[config.mk]
export PLATFORM = sky130hd
export DESIGN_NAME = cpd_cell
export DESIGN_NICKNAME = d
export VERILOG_FILES = /design/src/sv/cpd_pkg.sv /design/src/sv/cpd_cell.sv
export SDC_FILE = /design/constraint.sdc
export NUM_CORES = 1
export LEC_CHECK = 0
export ABC_AREA = 1
export BUFFER_PORTS_ARGS = -buffer_cell sky130_fd_sc_hd__buf_2
export CORE_AREA = 2 2 126 128
export DETAILED_ROUTE_END_ITERATION = 12
export DIE_AREA = 0 0 128 130
export GPL_TIMING_DRIVEN = 1
export PLACE_DENSITY_LB_ADDON = 0.08
export SLEW_MARGIN = 40
export SYNTH_ARGS = -nofsm -noshare
export SYNTH_HDL_FRONTEND = slang
export SYNTH_SLANG_ARGS = --single-unit
[constraint.sdc]
create_clock -name i_clk -period 8.3 [get_ports i_clk]
set_input_delay 1.245 -clock i_clk [delete_from_list [all_inputs] [get_ports i_clk]]
set_output_delay 1.245 -clock i_clk [all_outputs]
set_load 0.01 [all_outputs]
[src/sv/cpd_pkg.sv]
// Shared constants, codes and types of the coin payment and change dispenser.
package cpd_pkg;

    // Field widths of the transfer payloads.
    localparam int FUNC_W  = 3;
    localparam int STAT_W  = 3;
    localparam int CNT_W   = 16;
    localparam int CHG_W   = 10;

    // Denomination list, largest first; the chain holds one cell per entry in use.
    localparam int MAX_DENOMS     = 8;
    localparam int NUM_DENOMS_DEF = 8;

    typedef logic [CHG_W-1:0] t_denom_arr [MAX_DENOMS];

    localparam t_denom_arr DENOM_VALUE = '{
        10'd1000, 10'd500, 10'd200, 10'd100, 10'd50, 10'd20, 10'd10, 10'd5
    };

    localparam logic [CNT_W-1:0] CNT_MAX           = '1;
    localparam logic [CNT_W-1:0] DEFAULT_COUNT_RST = 16'd20;

    // Operation codes of an input item.
    typedef enum logic [FUNC_W-1:0] {
        FUNC_START       = 3'd0,
        FUNC_COIN        = 3'd1,
        FUNC_CANCEL      = 3'd2,
        FUNC_RESET_COINS = 3'd3,
        FUNC_LOAD        = 3'd4
    } t_func;

    // Status codes of a result item.
    typedef enum logic [STAT_W-1:0] {
        STAT_OWING       = 3'd0,
        STAT_INVALID     = 3'd1,
        STAT_SOLD_EXACT  = 3'd2,
        STAT_SOLD_CHANGE = 3'd3,
        STAT_REFUND_FAIL = 3'd4,
        STAT_CANCELLED   = 3'd5,
        STAT_DONE        = 3'd6,
        STAT_IGNORED     = 3'd7
    } t_status;

    // Command broadcast from the controller to every cell of the chain.
    typedef struct packed {
        logic             clear_recv;
        logic             count_coin;
        logic             reset_held;
        logic             load_hit;
        logic             load_miss;
        logic             commit;
        logic [CNT_W-1:0] default_count;
        logic [CNT_W-1:0] load_count;
    } t_cell_cmd;

    // Result item as held in the output register.
    typedef struct packed {
        logic [STAT_W-1:0]                 status;
        logic [CNT_W-1:0]                  owing;
        logic [CHG_W-1:0]                  change;
        logic [MAX_DENOMS-1:0][CNT_W-1:0]  handed;
    } t_rsp;

endpackage

[src/sv/cpd_cell.sv]
// One denomination cell: held and received counts plus one greedy change step.
module cpd_cell import cpd_pkg::*; #(
    parameter logic [CHG_W-1:0] Denom  = 10'd5,
    parameter bit               IsLast = 1'b0
) (
    input  logic             i_clk,
    input  logic             i_rst_n,
    input  t_cell_cmd        i_cmd,
    input  logic [CNT_W-1:0] i_coin,
    input  logic             i_go,
    input  logic [CHG_W-1:0] i_rem,
    output logic             o_go,
    output logic [CHG_W-1:0] o_rem,
    output logic             o_hit,
    output logic [CNT_W-1:0] o_received,
    output logic [CHG_W-1:0] o_given
);

    // Division by the denomination as a multiplication by a scaled reciprocal.
    localparam int               RecipShift = 24;
    localparam int               ProdW      = RecipShift + CHG_W;
    localparam logic [ProdW-1:0] Recip      =
        ProdW'(((64'd1 << RecipShift) + 64'(Denom) - 64'd1) / 64'(Denom));

    logic [CNT_W-1:0] r_held, n_held;
    logic [CNT_W-1:0] r_recv, n_recv;
    logic [CHG_W-1:0] r_given;
    logic [CHG_W-1:0] r_rem1;
    logic             r_go1;
    logic [CHG_W-1:0] r_rem2;
    logic             r_go2;

    logic [CNT_W:0]     w_sum;
    logic [CNT_W-1:0]   w_trial;
    logic [ProdW-1:0]   w_prod;
    logic [CHG_W-1:0]   w_quot;
    logic [CHG_W-1:0]   w_take;
    logic [2*CHG_W-1:0] w_paid;

    assign o_hit      = (i_coin == {{(CNT_W-CHG_W){1'b0}}, Denom});
    assign o_received = r_recv;
    assign o_given    = r_given;
    assign o_go       = r_go2;
    assign o_rem      = r_rem2;

    // Coins available for change: held plus received, saturated.
    assign w_sum   = {1'b0, r_held} + {1'b0, r_recv};
    assign w_trial = w_sum[CNT_W] ? CNT_MAX : w_sum[CNT_W-1:0];

    // First step: coins of this value wanted, limited by what is available.
    assign w_prod = {{RecipShift{1'b0}}, i_rem} * Recip;
    assign w_quot = w_prod[ProdW-1:RecipShift];
    assign w_take = ({{(CNT_W-CHG_W){1'b0}}, w_quot} > w_trial) ? w_trial[CHG_W-1:0]
                                                                 : w_quot;

    // Second step: value of the coins taken.
    assign w_paid = {{CHG_W{1'b0}}, r_given} * {{CHG_W{1'b0}}, Denom};

    // Count updates ordered by the controller's command.
    always_comb begin
        n_held = r_held;
        n_recv = r_recv;
        if (i_cmd.reset_held) begin
            n_held = i_cmd.default_count;
        end else if ((i_cmd.load_hit && o_hit) || (i_cmd.load_miss && IsLast)) begin
            n_held = i_cmd.load_count;
        end else if (i_cmd.commit) begin
            n_held = w_trial - {{(CNT_W-CHG_W){1'b0}}, r_given};
        end
        if (i_cmd.clear_recv) begin
            n_recv = '0;
        end else if (i_cmd.count_coin && o_hit && (r_recv != CNT_MAX)) begin
            n_recv = r_recv + CNT_W'(1);
        end
    end

    always_ff @(posedge i_clk) begin
        if (!i_rst_n) begin
            r_held <= '0;
            r_recv <= '0;
            r_go1  <= 1'b0;
            r_go2  <= 1'b0;
        end else begin
            r_held <= n_held;
            r_recv <= n_recv;
            r_go1  <= i_go;
            r_go2  <= r_go1;
        end
    end

    // Remainder pipeline handed on to the next smaller denomination.
    always_ff @(posedge i_clk) begin
        if (i_go) begin
            r_given <= w_take;
        end
        r_rem1 <= i_rem;
        r_rem2 <= r_rem1 - w_paid[CHG_W-1:0];
    end

endmodule

==> metrics.md <==
| Metric | Value |
|---|---|
| Status | `complete, no violations` |
| Vias in the first global route | `~6600` |
| Slowest CP cell | `fa_1` |
| Share of cells above drive strength 1 | `0.1318` |
| Bufs and invs on worst path | `5` |
| Via/cell ratio | `~5.2` |
| Cell family with most CP delay | `adder cells` |
| H-Tree Depth | `3` |
| Distinct cells, synth | `46` |
| Dpl cells | `1360` |
| Simple-gate portion of the synthesized area | `0.2456` |
| GR Util met3 | `0.02419` |
| Chip width | `128 um` |
| Worst-Skew Late Latency | `~330 ps` |
| Worst setup EP type | `flop` |
| CTS Buf Count | `9` |
| Most frequent cells in the layout | `inv_1 (214), nand2_1 (200), ha_1 (120), buf_2 (103), nor2_1 (88)` |
| Largest family of logic cells by synthesized area | `adder cells` |
| Mapped Area | `roughly 7700 sq um` |
| I/O Buffers | `between 100 and 150` |
| Wire per inst | `between 10 and 15 um` |
| Gate Count Post-Synth | `1074` |
| # diodes | `0` |
| Top Ports | `105` |
| Post-synth EDFFs | `10` |
| Syn Area/Cell | `around 7 sq um` |
| Normalized max-slew margin | `0.6119` |
| GRT Overall Usage | `0.2452` |
| Clk buf depth | `2` |
| Initial Utilization | `0.4991` |
| Leading area contributor after synthesis | `ha_1` |
| Die Ht | `about 130 um` |
| Fin util | `0.5628` |
| Detailed Route WL | `20.04 mm` |
| Max Cap Viol | `0` |
| Largest net degree at the start of global routing | `22` |
| Yosys top cell area share | `0.1950` |
| Post-synth top flop | `dfxtp_1` |
| Routability Congestion | `0.8776` |
| Std-Cell Rows | `46` |
| Most common cell after layout, fill and taps aside | `inv_1` |
| Nets | `roughly 1400` |
| Area growth syn-to-layout | `12.76%` |
| Synth area leaders | `ha_1 (20%), dfxtp_1 (14%), inv_1 (10%), fa_1 (10%), nand2_1 (9.8%)` |
| Fin. max-slew vios | `0` |
| Cell mode on critical path | `nand2_1` |
| CP arrival | `slightly below 7000 ps` |
| CP startpoint kind | `input port` |
| Post-route insts no fill | `1376` |
| Post-DP HPWL | `approximately 17 mm` |
| Core area | `approximately 15000 sq um` |
| Hold buffers post-CTS | `0` |
| # resized after CTS | `0` |
| Met2 Usage GRT | `0.4306` |
| FFs w/ async S/R, synth | `0` |
| First-pass GRT wire length | `32.26 mm` |
| Final Skew | `approximately 7.5 ps` |
| Setup violators final | `0` |
| Largest stage delay on the critical path | `660 ps` |
| Initial antenna violation count | `0` |
| Max Fclk | `between 100 and 150 MHz` |
| Overflow left after global routing | `0` |
| 1st-pass router iterations | `5` |
| Hold path cells | `2` |
| Xor/xnor cell area share of the yosys netlist | `0.03966` |
| HP Class | `flop to flop` |
| Worst-Margin Slew | `581.5 ps` |
| TritonCTS Sinks | `64` |
| Final setup TNS | `0 ps` |
| DRC viols | `0` |
| FF+latch count, synth | `between 60 and 70` |
| Reg clk slew, reported paths | `~60 ps` |
| CTS tree | `yes` |
| Synth Area in Compound Gates | `0.1234` |
| Crit share post-route | `0.8170` |
| Drt initial violations | `369` |
| Final hold violation count | `0` |
| Unrepaired setup endpoints after global routing | `false` |
| Worst vdd ir | `roughly 0.22 mV` |
| Pwr Density | `approximately 320 nW/um^2` |
| Post-CTS setup buffers | `0` |
| Mux cell area share after synthesis | `0` |
| Die ar. | `16640 sq um` |
| DR vias | `a little over 7000` |
| Leak | `4.742 nW` |
| Crit. path cell count | `29` |
| Setup CP Type | `input port to flop` |
| Post-route ant nets | `0` |
| Part of the Yosys area used for sequential elements | `0.1794` |
| Post-Synth Adder-Cell Area | `0.2964` |
| WP data required | `8380 ps` |
| Post-layout min period | `slightly below 7000 ps` |
| Yosys warning count | `0` |
| Critical path peak fanout | `9` |
| Root buffer cell | `clkbuf_16` |
| M1 GR Usage | `0.3208` |
| R2R depth | `26` |
| Most Used Layer, Global Route | `met2` |
==> power breakdown <==
group / switching [W] / leakage, nW / internal, W
Combinational: 0.00117 / 4.06 / 0.000752
Clock: 0.000154 / 0.132 / 0.000202
Sequential: 0.0000434 / 0.546 / 0.000411
==> metrics by stage <==
| step | setup WS, ps | total power [W] | area (sq um) | hold slack, ps |
|---|---|---|---|---|
| 5_1_grt | 1101 | 0.003054 | 8681 | 459.8 |
| 6_report | 1519 | 0.002736 | 8681 | 423.6 |
| 4_1_cts | 1513 | 0.002750 | 8681 | 429.4 |
| 3_3_place_gp | 1171 | 0.002370 | 8406 | 408.9 |
| 3_5_place_dp | 1186 | 0.002387 | 8408 | 413.4 |
| 2_1_floorplan | 1924 | 0.001914 | 7702 | 390.5 |
==> cells in the mapped netlist, types with 2 or more instances <==
cell and count:
inv_1 214, nand2_1 200, ha_1 120, nor2_1 89
a21oi_1 79, dfxtp_1 54, nand3_1 49, o21ai_0 46
fa_1 39, nand4_1 34, xor2_1 25, nor3_1 18
edfxtp_1 10, nand2_2 8, xnor2_1 8, a21o_1 7
o211ai_1 7, inv_2 6, o21a_1 6, a211oi_1 5
clkbuf_1 5, a31oi_1 4, or2_2 4, a221oi_1 3
buf_2 3, nand2_4 3, a21oi_2 2, a21oi_4 2
clkinv_1 2, nand3_2 2, nand3_4 2, nor2_2 2
nor2_8 2, nor4_1 2
==> cell families after synthesis <==
group                    Yosys count
XOR/XNOR                          34
buffers and inverters            232
AO/OA/AOI/OAI                    165
flip-flops                        64
AND/OR/NAND/NOR                  419
adder cells (fa/ha/maj)          159
other                              1
==> tightest hold or removal path, delay by kind of cell, from the launching register on <==
kind                   cells  cell delay [ps]
flip-flops                 1              300
AND/OR/NAND/NOR            1               50
buffers and inverters      1               40
==> layer usage <==
layer | part of all wire | up-vias
met5 | 0 | -
met1 | 0.47 | 3225
met3 | 0.036 | 25
met4 | 0.022 | 0
met2 | 0.48 | 155
li1 | - | 3699
==> sequential cells by signal, indices dropped and copies added, names as in the netlist <==
register	count
o_given	10
o_go	1
o_received	16
o_rem	10
r_go1	1
r_held	16
r_rem1	10
==> area by class of cell <==
type	instances	area (sq um)
clock inverters	7	47.55
well taps	192	240.2
clock buffers	9	225.2
multi-input cells	779	5438
inverters	222	833.3
fillers	1537	6744
flip-flops and latches	64	1381
repair buffers	103	515.5
==> final timing paths <==
path	from	endpoint	slack, ps
max	i_rem[8]	o_given[1]	1520
min	r_go1	o_go	420
max reg2reg	o_received[0]	r_held[13]	4120
min reg2reg	r_go1	o_go	420
Power figures use the tool's default switching activity.
